==> src/design/afw_pkg.sv <==
// Shared types and constants for the aspect fit window calculator.
// Used by every module of the block; depends on nothing else.
package afw_pkg;

   localparam int DW          = 13;
   localparam int PW          = 2 * DW;
   localparam int DIV_STEP    = 7;
   localparam int DIV_STAGES  = (PW + DIV_STEP - 1) / DIV_STEP;
   localparam int QW          = DIV_STAGES * DIV_STEP;
   localparam int OSD_W       = 16;
   localparam int OFS_W       = 15;
   localparam int CLAMP_W     = 17;
   localparam int CSR_IDX_W   = 4;
   localparam int FRONT_STAGES = 3;
   localparam int BACK_STAGES  = 3;
   localparam int LATENCY     = FRONT_STAGES + DIV_STAGES + BACK_STAGES;

   localparam logic [DW-1:0] PANEL_W_RESET = 13'd1920;
   localparam logic [DW-1:0] PANEL_H_RESET = 13'd1080;
   localparam logic [OSD_W-1:0] OSD_MAX    = 16'hFFFF;

   localparam logic [CSR_IDX_W-1:0] CSR_PANEL_WIDTH  = 4'd0;
   localparam logic [CSR_IDX_W-1:0] CSR_PANEL_HEIGHT = 4'd1;

   localparam logic [2:0] MODE_NONE     = 3'd0;
   localparam logic [2:0] MODE_PRE_FIT  = 3'd1;
   localparam logic [2:0] MODE_PRE_FILL = 3'd2;
   localparam logic [2:0] MODE_POST_FIT = 3'd3;
   localparam logic [2:0] MODE_POST_NAT = 3'd4;

   typedef enum logic [1:0] {
      ST_OK,
      ST_OVERSIZE,
      ST_BAD_MODE
   } afw_status_type;

   typedef struct packed {
      logic [DW-1:0] src_width;
      logic [DW-1:0] src_height;
      logic [2:0]    fit_mode;
   } afw_req_type;

   typedef struct packed {
      afw_status_type   status;
      logic [DW-1:0]    win_width;
      logic [DW-1:0]    win_height;
      logic [OFS_W-1:0] win_x;
      logic [OFS_W-1:0] win_y;
      logic [OSD_W-1:0] osd_w;
      logic [OSD_W-1:0] osd_h;
   } afw_rsp_type;

   typedef struct packed {
      logic [2:0]    mode;
      logic [DW-1:0] w;
      logic [DW-1:0] h;
      logic [DW-1:0] pw;
      logic [DW-1:0] ph;
      logic          wide;
   } afw_side_type;

   typedef struct packed {
      logic [QW-1:0] num;
      logic [DW-1:0] den;
      afw_side_type  side;
   } afw_div_type;

   typedef struct packed {
      logic [QW-1:0] quo;
      logic [DW-1:0] rem;
      logic [DW-1:0] den;
      afw_side_type  side;
   } afw_quo_type;

endpackage

==> src/design/aspect_fit_window_calc_top.sv <==
// Top level of the aspect fit window calculator: panel registers and pipeline.
// Depends on afw_pkg, afw_front, afw_div and afw_back.
//
// Usage: a request item (source width, height and fit mode) is taken on a
// rising edge where start is high and busy is low. Busy is low at all times
// except in the cycle right after reset, so one item can enter every cycle.
// Each item gives exactly one result item on rsp_item, marked by rsp_strobe
// for one cycle, after it passes three front stages (clamp, cross-products,
// operand select), four divider stages of seven quotient bits each, and
// three back stages (round, clamp, offsets).
// Throughput is one item per cycle; the receiver cannot stall the result,
// so the pipeline never holds.
// The panel size is written through the csr_ port, which is always ready;
// index 0 is the panel width and index 1 the panel height. Write it only
// while no item is in flight.
// Synchronous reset empties the pipeline and sets the panel to 1920 x 1080.
module aspect_fit_window_calc_top #(
   parameter int DIM_BITS = 12
) (
   input  logic                            clock,
   input  logic                            reset,
   input  logic                            start,
   output logic                            busy,
   input  afw_pkg::afw_req_type            req_item,
   output logic                            rsp_strobe,
   output afw_pkg::afw_rsp_type            rsp_item,
   input  logic                            csr_valid,
   output logic                            csr_ready,
   input  logic [afw_pkg::CSR_IDX_W-1:0]   csr_index,
   input  logic [afw_pkg::DW-1:0]          csr_wdata
);
   import afw_pkg::*;

   logic          busy_ff;
   logic [DW-1:0] panel_w_ff, panel_h_ff;
   logic          accept;
   logic          front_valid, div_valid;
   afw_div_type   front_div;
   afw_quo_type   div_quo;

   assign accept    = start & ~busy_ff;
   assign busy      = busy_ff;
   assign csr_ready = 1'b1;

   always_ff @(posedge clock) begin
      if (reset) begin
         busy_ff    <= 1'b1;
         panel_w_ff <= PANEL_W_RESET;
         panel_h_ff <= PANEL_H_RESET;
      end else begin
         busy_ff <= 1'b0;
         if (csr_valid && csr_ready && csr_index == CSR_PANEL_WIDTH) begin
            panel_w_ff <= csr_wdata;
         end
         if (csr_valid && csr_ready && csr_index == CSR_PANEL_HEIGHT) begin
            panel_h_ff <= csr_wdata;
         end
      end
   end

   afw_front #(
      .DIM_BITS (DIM_BITS)
   ) u_front (
      .clock     (clock),
      .reset     (reset),
      .i_valid   (accept),
      .i_req     (req_item),
      .i_panel_w (panel_w_ff),
      .i_panel_h (panel_h_ff),
      .o_valid   (front_valid),
      .o_div     (front_div)
   );

   afw_div u_div (
      .clock   (clock),
      .reset   (reset),
      .i_valid (front_valid),
      .i_div   (front_div),
      .o_valid (div_valid),
      .o_quo   (div_quo)
   );

   afw_back u_back (
      .clock   (clock),
      .reset   (reset),
      .i_valid (div_valid),
      .i_quo   (div_quo),
      .o_valid (rsp_strobe),
      .o_rsp   (rsp_item)
   );

   // Every accepted item comes out as a result on rsp_strobe after the whole pipeline.
   a_latency: assert property (@(posedge clock) disable iff (reset)
      accept |-> ##LATENCY rsp_strobe)
      else $error("accepted item did not produce a result on time");

   // Any error status clears the window and plane fields.
   a_err_zero: assert property (@(posedge clock) disable iff (reset)
      rsp_strobe && rsp_item.status != ST_OK |->
         rsp_item.win_width == '0 && rsp_item.win_height == '0 &&
         rsp_item.osd_w == '0 && rsp_item.osd_h == '0 &&
         rsp_item.win_x == '0 && rsp_item.win_y == '0)
      else $error("error result carries nonzero fields");

   // A good result never has a window larger than its plane.
   a_fits: assert property (@(posedge clock) disable iff (reset)
      rsp_strobe && rsp_item.status == ST_OK |->
         rsp_item.osd_w >= OSD_W'(rsp_item.win_width) &&
         rsp_item.osd_h >= OSD_W'(rsp_item.win_height))
      else $error("window exceeds plane");

   // The panel registers change only on a configuration write.
   a_panel_hold: assert property (@(posedge clock) disable iff (reset)
      !$past(csr_valid) |-> $stable(panel_w_ff) && $stable(panel_h_ff))
      else $error("panel size changed without a write");

endmodule

==> src/design/afw_front.sv <==
// Front stages: dimension clamp, cross-products, and divider operand select.
// Depends on afw_pkg.
module afw_front #(
   parameter int DIM_BITS = 12
) (
   input  logic                 clock,
   input  logic                 reset,
   input  logic                 i_valid,
   input  afw_pkg::afw_req_type i_req,
   input  logic [afw_pkg::DW-1:0] i_panel_w,
   input  logic [afw_pkg::DW-1:0] i_panel_h,
   output logic                 o_valid,
   output afw_pkg::afw_div_type o_div
);
   import afw_pkg::*;

   localparam int unsigned DIM_MAX = 1 << DIM_BITS;

   function automatic logic [DW-1:0] clamp_dim(input logic [DW-1:0] v);
      logic [CLAMP_W-1:0] vx;
      vx = CLAMP_W'(v);
      if (v == '0) begin
         return DW'(1);
      end
      if (vx > DIM_MAX[CLAMP_W-1:0]) begin
         return DIM_MAX[DW-1:0];
      end
      return v;
   endfunction

   logic         v1_ff, v2_ff, v3_ff;
   afw_side_type side1_ff, side1_in;
   afw_side_type side2_ff;
   logic [PW-1:0] a2_ff, b2_ff, a2_in, b2_in;
   afw_div_type  div3_ff, div3_in;
   logic         wide;

   always_comb begin
      side1_in.mode = i_req.fit_mode;
      side1_in.w    = clamp_dim(i_req.src_width);
      side1_in.h    = clamp_dim(i_req.src_height);
      side1_in.pw   = clamp_dim(i_panel_w);
      side1_in.ph   = clamp_dim(i_panel_h);
      side1_in.wide = 1'b0;
   end

   assign a2_in = PW'(side1_ff.w) * PW'(side1_ff.ph);
   assign b2_in = PW'(side1_ff.pw) * PW'(side1_ff.h);
   assign wide  = (a2_ff >= b2_ff);

   always_comb begin
      div3_in.side      = side2_ff;
      div3_in.side.wide = wide;
      div3_in.num       = QW'(a2_ff);
      div3_in.den       = side2_ff.w;
      unique case ({side2_ff.mode == MODE_POST_FIT, wide})
         2'b00: begin
            div3_in.num = QW'(a2_ff);
            div3_in.den = side2_ff.h;
         end
         2'b01: begin
            div3_in.num = QW'(b2_ff);
            div3_in.den = side2_ff.w;
         end
         2'b10: begin
            div3_in.num = QW'(b2_ff);
            div3_in.den = side2_ff.ph;
         end
         default: begin
            div3_in.num = QW'(a2_ff);
            div3_in.den = side2_ff.pw;
         end
      endcase
   end

   always_ff @(posedge clock) begin
      if (reset) begin
         v1_ff <= 1'b0;
         v2_ff <= 1'b0;
         v3_ff <= 1'b0;
      end else begin
         v1_ff <= i_valid;
         v2_ff <= v1_ff;
         v3_ff <= v2_ff;
      end
      side1_ff <= side1_in;
      side2_ff <= side1_ff;
      a2_ff    <= a2_in;
      b2_ff    <= b2_in;
      div3_ff  <= div3_in;
   end

   assign o_valid = v3_ff;
   assign o_div   = div3_ff;

endmodule

==> src/design/afw_div.sv <==
// Pipelined restoring divider, a fixed number of quotient bits per stage.
// Carries the item's side fields alongside; depends on afw_pkg.
module afw_div (
   input  logic                 clock,
   input  logic                 reset,
   input  logic                 i_valid,
   input  afw_pkg::afw_div_type i_div,
   output logic                 o_valid,
   output afw_pkg::afw_quo_type o_quo
);
   import afw_pkg::*;

   logic          valid_ff [DIV_STAGES];
   logic [QW-1:0] nq_ff    [DIV_STAGES];
   logic [DW-1:0] rem_ff   [DIV_STAGES];
   logic [DW-1:0] den_ff   [DIV_STAGES];
   afw_side_type  side_ff  [DIV_STAGES];

   for (genvar s = 0; s < DIV_STAGES; s++) begin : g_stage
      logic          valid_src;
      logic [QW-1:0] nq_src, nq_in;
      logic [DW-1:0] rem_src, rem_in, den_src;
      afw_side_type  side_src;
      logic [DW:0]   trial;

      if (s == 0) begin : g_first
         assign valid_src = i_valid;
         assign nq_src    = i_div.num;
         assign rem_src   = '0;
         assign den_src   = i_div.den;
         assign side_src  = i_div.side;
      end else begin : g_next
         assign valid_src = valid_ff[s-1];
         assign nq_src    = nq_ff[s-1];
         assign rem_src   = rem_ff[s-1];
         assign den_src   = den_ff[s-1];
         assign side_src  = side_ff[s-1];
      end

      always_comb begin
         nq_in  = nq_src;
         rem_in = rem_src;
         trial  = '0;
         for (int k = 0; k < DIV_STEP; k++) begin
            trial = {rem_in, nq_in[QW-1]};
            nq_in = {nq_in[QW-2:0], 1'b0};
            if (trial >= {1'b0, den_src}) begin
               trial    = trial - {1'b0, den_src};
               nq_in[0] = 1'b1;
            end
            rem_in = trial[DW-1:0];
         end
      end

      always_ff @(posedge clock) begin
         if (reset) begin
            valid_ff[s] <= 1'b0;
         end else begin
            valid_ff[s] <= valid_src;
         end
         nq_ff[s]   <= nq_in;
         rem_ff[s]  <= rem_in;
         den_ff[s]  <= den_src;
         side_ff[s] <= side_src;
      end
   end

   assign o_valid    = valid_ff[DIV_STAGES-1];
   assign o_quo.quo  = nq_ff[DIV_STAGES-1];
   assign o_quo.rem  = rem_ff[DIV_STAGES-1];
   assign o_quo.den  = den_ff[DIV_STAGES-1];
   assign o_quo.side = side_ff[DIV_STAGES-1];

endmodule

==> src/design/afw_back.sv <==
// Back stages: rounding, clamp and saturation per mode, centering offsets.
// Depends on afw_pkg.
module afw_back (
   input  logic                 clock,
   input  logic                 reset,
   input  logic                 i_valid,
   input  afw_pkg::afw_quo_type i_quo,
   output logic                 o_valid,
   output afw_pkg::afw_rsp_type o_rsp
);
   import afw_pkg::*;

   function automatic logic [OSD_W-1:0] sat_osd(input logic [QW-1:0] v);
      if (v > QW'(OSD_MAX)) begin
         return OSD_MAX;
      end
      return v[OSD_W-1:0];
   endfunction

   logic           v1_ff, v2_ff, v3_ff;
   logic [QW-1:0]  qr1_ff, qr1_in;
   afw_side_type   side1_ff;
   logic           round_up;

   afw_status_type st2_ff, st2_in;
   logic [DW-1:0]  ww2_ff, wh2_ff, ww2_in, wh2_in;
   logic [OSD_W-1:0] ow2_ff, oh2_ff, ow2_in, oh2_in;
   logic [QW-1:0]  wx_full, hx_full;

   afw_rsp_type    rsp3_ff, rsp3_in;
   logic [OSD_W-1:0] dx, dy;

   assign round_up = ({i_quo.rem, 1'b0} >= {1'b0, i_quo.den});
   assign qr1_in   = i_quo.quo + QW'(round_up);

   assign wx_full = (qr1_ff > QW'(side1_ff.w)) ? qr1_ff : QW'(side1_ff.w);
   assign hx_full = (qr1_ff > QW'(side1_ff.h)) ? qr1_ff : QW'(side1_ff.h);

   always_comb begin
      st2_in = ST_OK;
      ww2_in = side1_ff.w;
      wh2_in = side1_ff.h;
      ow2_in = OSD_W'(side1_ff.pw);
      oh2_in = OSD_W'(side1_ff.ph);
      unique case (side1_ff.mode)
         MODE_NONE: begin
            if (side1_ff.w > side1_ff.pw || side1_ff.h > side1_ff.ph) begin
               st2_in = ST_OVERSIZE;
            end
         end
         MODE_PRE_FIT: begin
            if (side1_ff.wide) begin
               ww2_in = side1_ff.pw;
               wh2_in = (qr1_ff > QW'(side1_ff.ph)) ? side1_ff.ph : qr1_ff[DW-1:0];
            end else begin
               wh2_in = side1_ff.ph;
               ww2_in = (qr1_ff > QW'(side1_ff.pw)) ? side1_ff.pw : qr1_ff[DW-1:0];
            end
         end
         MODE_PRE_FILL: begin
            ww2_in = side1_ff.pw;
            wh2_in = side1_ff.ph;
         end
         MODE_POST_FIT: begin
            if (side1_ff.wide) begin
               ow2_in = OSD_W'(side1_ff.w);
               oh2_in = sat_osd(hx_full);
            end else begin
               oh2_in = OSD_W'(side1_ff.h);
               ow2_in = sat_osd(wx_full);
            end
         end
         MODE_POST_NAT: begin
            ow2_in = OSD_W'(side1_ff.w);
            oh2_in = OSD_W'(side1_ff.h);
         end
         default: begin
            st2_in = ST_BAD_MODE;
         end
      endcase
      if (st2_in != ST_OK) begin
         ww2_in = '0;
         wh2_in = '0;
         ow2_in = '0;
         oh2_in = '0;
      end
   end

   assign dx = ow2_ff - OSD_W'(ww2_ff);
   assign dy = oh2_ff - OSD_W'(wh2_ff);

   always_comb begin
      rsp3_in.status     = st2_ff;
      rsp3_in.win_width  = ww2_ff;
      rsp3_in.win_height = wh2_ff;
      rsp3_in.win_x      = dx[OSD_W-1:1];
      rsp3_in.win_y      = dy[OSD_W-1:1];
      rsp3_in.osd_w      = ow2_ff;
      rsp3_in.osd_h      = oh2_ff;
   end

   always_ff @(posedge clock) begin
      if (reset) begin
         v1_ff <= 1'b0;
         v2_ff <= 1'b0;
         v3_ff <= 1'b0;
      end else begin
         v1_ff <= i_valid;
         v2_ff <= v1_ff;
         v3_ff <= v2_ff;
      end
      qr1_ff   <= qr1_in;
      side1_ff <= i_quo.side;
      st2_ff   <= st2_in;
      ww2_ff   <= ww2_in;
      wh2_ff   <= wh2_in;
      ow2_ff   <= ow2_in;
      oh2_ff   <= oh2_in;
      rsp3_ff  <= rsp3_in;
   end

   assign o_valid = v3_ff;
   assign o_rsp   = rsp3_ff;

endmodule
==> config.mk <==
export PLATFORM = sky130hd
export DESIGN_NAME = aspect_fit_window_calc_top
export DESIGN_NICKNAME = d
export VERILOG_FILES = /design/src/design/afw_pkg.sv /design/src/design/aspect_fit_window_calc_top.sv /design/src/design/afw_front.sv /design/src/design/afw_div.sv /design/src/design/afw_back.sv
export SDC_FILE = /design/constraint.sdc
export NUM_CORES = 2
export LEC_CHECK = 0
export BUFFER_PORTS_ARGS = -buffer_cell sky130_fd_sc_hd__buf_4
export CORE_ASPECT_RATIO = 1.2
export CORE_UTILIZATION = 30
export CTS_CLUSTER_DIAMETER = 150
export DETAILED_ROUTE_END_ITERATION = 8
export PLACE_DENSITY_LB_ADDON = 0.25
export SKIP_LAST_GASP = 1
export SLEW_MARGIN = 20
export SYNTH_ARGS = -nofsm -noshare
export SYNTH_HDL_FRONTEND = slang
export SYNTH_HIERARCHICAL = 1
export SYNTH_SLANG_ARGS = --single-unit
==> constraint.sdc <==
create_clock -name clock -period 16.1 [get_ports clock]
set_clock_uncertainty 0.1 [all_clocks]
set_input_delay 2.415 -clock clock [delete_from_list [all_inputs] [get_ports clock]]
set_output_delay 2.415 -clock clock [all_outputs]
set_load 0.005 [all_outputs]
# After elaboration in Yosys (flattened, before gate mapping)
# Memory sizes are Yosys's and may differ from the RTL's. A register that Yosys moved wholly into a read port is not among the register bits.
# Index checks and enable logic that the tools add are counted.
# word_totals
reg_bits,467
ram_bits,444
out_inout_bits,93
wordCells,263
memories,5
# classes
addsub,31
mul,2
n_lt_le_gt_ge,42
n_eq_ne,8
mux,116
n_bitwise,6
n_reduce_logical,12
# memory_table
name,depth,word_bits,read_ports,rd_clocked_by_memory_dff,write_ports,line,source
u_div.side_ff,4,56,4,1,4,afw_div.sv:17,afw_side_type side_ff [DIV_STAGES];
u_div.nq_ff,4,28,4,0,4,afw_div.sv:14,logic [QW-1:0] nq_ff [DIV_STAGES];
u_div.den_ff,4,13,4,0,4,afw_div.sv:16,logic [DW-1:0] den_ff [DIV_STAGES];
u_div.rem_ff,4,13,4,0,4,afw_div.sv:15,logic [DW-1:0] rem_ff [DIV_STAGES];
u_div.valid_ff,4,1,4,1,4,afw_div.sv:13,logic valid_ff [DIV_STAGES];
# ops
operator,count
2-to-1 mux 13 bit,48
>= comparator 14 x 13 -> 1 bit,28
subtractor 13 bit,27
one-hot mux 39 bit (3 select lines),1
> comparator 28 x 13 -> 1 bit,4
2-to-1 mux 16 bit,6
one-hot mux 16 bit (2 select lines),2
> comparator 28 x 16 -> 1 bit (second input constant),2
2-to-1 mux 28 bit,2
2-to-1 mux 1 bit,54
> comparator 13 bit (second input constant),4
logical NOT 13 bit,4
multiplier 13 x 13 -> 26 bit,2
one-hot mux 13 bit (2 select lines),2
subtractor 16 x 13 -> 16 bit,2
adder 28 x 1 -> 28 bit,1
>= comparator 26 bit,1
> comparator 13 bit,2
>= comparator 1 x 13 -> 1 bit (first input constant),1
subtractor 1 x 13 -> 13 bit (first input constant),1
equality test 3 x 2 -> 1 bit (second input constant),3
equality test 4 x 1 -> 1 bit (second input constant),1
logical NOT 4 bit,1
bitwise OR 1 bit,4
other kinds (13),14

# Longest topological paths before layout
# An unclocked memory read counts as a cell.
# logic_depth
depth_word,15
mapped_depth,92
ltp_nobuf,84

# Modules after synthesis
# The synthesis kept the hierarchy.
# modules_own_cells
module,n_inst,cells_per_inst,area_each_um2,seq_area_each_um2
afw_div,1,3317,29450.7,8888.5
afw_front,1,1832,18159.9,5205.0
afw_back,1,1063,10343.7,4744.6
aspect_fit_window_calc_top,1,110,1146.1,540.5

# Worst setup path before layout
# No wires, ideal clock.
# synth_path
kind,register to register
from,memory u_div.den_ff[2][1]
to,memory u_div.rem_ff[3][9]
setup_ns,0.122
arrival_time_ns,17.297
path_slack_ns,-1.418
path_stages_with_launch,84
period_less_slack_ns,17.518
path_cell_list,dfxtp_1 -> inv_1 -> ha_1 -> nand3_1 -> nor4_1 -> or4_4 -> o21ai_4 -> clkbuf_1 -> o21ai_0 -> ha_1 -> a211oi_1 -> o211ai_1 -> o21a_1 -> o21a_1 -> a311oi_1 -> and2_1 -> buf_4 -> inv_2 -> [48 not listed] -> a221oi_4 -> and2_1 -> buf_2 -> mux2_2 -> ha_1 -> a21o_1 -> a21o_1 -> a221oi_1 -> o21bai_1 -> a21oi_1 -> o21bai_1 -> a221o_1 -> a21oi_1 -> nand2_1 -> a21oi_2 -> nor2b_4 -> buf_6 -> a221o_1
# synth_rtl
element,line
"start, declared",afw_div.sv:16
"end, declared",afw_div.sv:15

==> reports/qor.txt <==
DRC Markers -> 0
Final TNS setup -> 0 ps
clk sink count -> 968
#FFs+latches synth -> 968
GPL Wtd Cong -> 0.8784
register area share after synthesis -> 32.79%
synthesis warning total -> 6
Die Ht -> 488.2 µm
Synth cell types -> 114
Synth Area in Adders -> 22.67%
Die Width -> 407.2 µm
Worst-Skew Late Latency -> 730 ps
H-tree depth -> 3
die area -> 0.1988 mm²
Setup crit start kind -> flip-flop
initial antenna violation count -> 3
Worst Hold Class -> reg2reg
Vias/cell -> 4.759
largest net degree at the start of global routing -> 54
maxcap violations -> 0
DR WL/cell -> 17.33 µm
Syn Std Cell Area -> 0.05910 mm²
total global-route track usage -> 17.02%
I/O Pins -> 143
Post-CTS Hold Buffers -> 0
most common cell type on the critical path -> buf_4
fmax -> 64.48 MHz
Post-Place Cell Area -> 0.06888 mm²
status -> complete, no violations
max-slew violations -> 0
1st-pass router iterations -> 6
CTS tree -> done
RSZ-0062 raised after global routing -> yes
CP max stage delay -> 400 ps
Slew @ Worst Pin -> 1064 ps
XOR/XNOR Fraction of Synth Area -> 4.907%
Cell Count Post-Placement -> 9,720
Row Count -> 178
vias in the first global route -> 49,050
Finished Core Util -> 38.13%
Vias -> 47,460
Tmin final -> 15,510 ps
Synth Area in Simple Gates -> 14.25%
Final period util -> 96.33%
average instance area after synthesis -> 9.348 µm²
Post-Layout Cell Count -> 9,972
area delta synth->final -> 26.30%
WS Path Type -> reg2reg
async set-reset flop share out of synthesis -> 0%
Routed Antenna Nets -> 0
mux share of post-synthesis cell area -> 4.607%
largest family of logic cells by synthesized area -> adder cells
nets@finish -> 8,234
ys flop type -> dfxtp_1
Detailed Place HPWL -> 138,300 µm
complex-gate fraction of the synthesized area -> 14.85%
cts bufs inserted -> 99
EDFF count, synth -> 0
Buffers on Ports -> 141
initial core utilization -> 30.19%
signal arrival time at the worst endpoint -> 16,030 ps
clk slew on worst S/H paths -> 60 ps
first-pass GRT wire length -> 270,000 µm
final setup fails -> 0
Crit. End Element -> flip-flop
First DRT Iteration DRCs -> 2,222
share of cells above drive strength 1 -> 22.44%
CTS Root Cell -> clkbuf_16
Final Hold Viols -> 0
WP data required -> 16,620 ps
total routed wirelength -> 172,800 µm
CORE AREA -> 0.1958 mm²
Rel. slew slack -> 28.60%
Remaining Overflow, GRT -> 0
Synth Instances -> 6,322
Post-Layout Inst Area -> 0.07464 mm²
Slowest-stage cell, CP -> a221o_1
CTS max path bufs -> 3
crit path max fanout -> 9
worst max-delay path, delay by kind of cell (launching register included):
family	cells	cell delay (ps)
AND/OR/NAND/NOR	14	2190
adder cells (fa/ha/maj)	7	1650
buffers and inverters	14	1700
flip-flops	1	340
AO/OA/AOI/OAI	40	7780
multiplexers	5	1610
cell type report:
class | instances | area [µm²]
Antenna cell | 1 | 2.502
Clock buffer | 124 | 2741
Clock inverter | 62 | 922.1
Fill cell | 19640 | 121100
Inverter | 731 | 2763
Multi-Input combinational cell | 4466 | 37740
Sequential cell | 968 | 19400
Tap cell | 2610 | 3266
Timing Repair Buffer | 1010 | 7806
synth_stat cells, drive strengths merged (12+ instances only):
cell     instances  area (µm²)
a2111oi         12       142.6
a211o           16       140.1
a211oi          59       520.5
a21boi          37       277.8
a21o           145        1089
a21oi          379        1908
a221o           25       250.2
a22oi           32       240.2
a31oi           49       306.5
and2           181        1134
and3            28       175.2
and4            24       210.2
buf             43       319.0
clkbuf         116       435.4
dfxtp          968       19380
fa             271        5425
ha             637        7970
inv            730        2740
mux2           159        1798
mux2i           92       924.6
nand2          488        1832
nand2b         102       640.6
nand3           79       395.4
nand4          104       663.1
nor2           305        1145
nor2b          133       842.1
nor3            90       465.5
nor4            29       193.9
o211ai          32       267.8
o21a            64       480.5
o21ai          244        1240
o21bai          35       262.8
o221ai          18       175.2
o22ai           23       150.1
o31ai           36       285.3
or2             23       143.9
or3             27       168.9
or4             18       138.9
xnor2          217        1901
xor2           112       999.7
per-stage QoR:
stage               hold WS (ps)  worst slack, ps
floorplan                  209.6            8.043
global placement           210.1           -971.0
detailed placement         212.1           -993.3
CTS                        155.4           -27.05
global route               159.2           -170.2
finish                     163.8            591.4
placed cells by master (no fill, tap or decap), types with 39 or more instances in the layout:
cell and instances:
buf_4 983, dfxtp_1 954, inv_1 709, ha_1 592, nand2_1 484, a21oi_1 333, nor2_1 295, fa_1 262
xnor2_1 217, o21ai_0 182, and2_1 176, a21o_1 145, nor2b_1 128, mux2_2 117, xor2_1 111, clkbuf_16 103
nand4_1 102, nand2b_1 97, mux2i_1 81, nor3_1 81, nand3_1 74, o21a_1 64, a31oi_1 48, a21oi_2 40
ha_4 39
worst paths after layout:
check | start | to | slack, ps | cells after the start
worst max-delay path | u_div/den_ff[2][5] | u_div/rem_ff[3][6] | 590 | 80
worst max register to register | u_div/den_ff[2][5] | u_div/rem_ff[3][6] | 590 | 80
worst min register to register | u_front/o_div[25] | u_div/side_ff[0][25] | 160 | 0
worst min-delay path | u_front/o_div[25] | u_div/side_ff[0][25] | 160 | 0
layer usage:
metal | vias up | track usage (%) | routed length, µm
li1 | 23670 | - | -
met4 | 0 | 6.984 | 7072
met2 | 832 | 31.00 | 85840
met1 | 22680 | 20.28 | 74920
met3 | 268 | 1.689 | 4999
met5 | - | 0 | 0
kinds of logic (layout without fill, tap and decap cells):
logic type / after synthesis / in the layout
AND/OR/NAND/NOR: 1662 / 1663
buffers and inverters: 890 / 1927
flip-flops: 968 / 968
adder cells (fa/ha/maj): 908 / 908
other: 2 / 4
XOR/XNOR: 329 / 329
AO/OA/AOI/OAI: 1312 / 1312
multiplexers: 251 / 251
repair_timing:
action | 4_1_cts | 5_1_grt
gates resized for setup | 61 | 282
setup buffers | 11 | 49
gates cloned | 0 | 5
pin swaps | 28 | 110
setup endpoints to repair | 42 | 56
sequential cells by signal, summed over array words and instances (netlist names), 2 cells and up:
| signal | count |
|---|---|
| u_back/st2_ff | 2 |
| u_back/oh2_ff | 16 |
| u_div/side_ff | 224 |
| u_back/wh2_ff | 13 |
| u_front/div3_in | 55 |
| u_back/side1_ff | 56 |
| u_front/o_div | 95 |
| u_div/valid_ff | 4 |
| u_front/a2_ff | 26 |
| panel_h_ff | 13 |
| u_back/qr1_ff | 28 |
| panel_w_ff | 13 |
| u_front/side1_ff | 55 |
| u_div/nq_ff | 112 |
| u_back/ow2_ff | 16 |
| u_back/o_rsp | 90 |
| u_div/den_ff | 52 |
| u_front/b2_ff | 26 |
| u_back/ww2_ff | 13 |
| u_div/rem_ff | 52 |
Power is not shown: default switching activity piles up to over one toggle a cycle in this logic, so the estimate is an artifact.
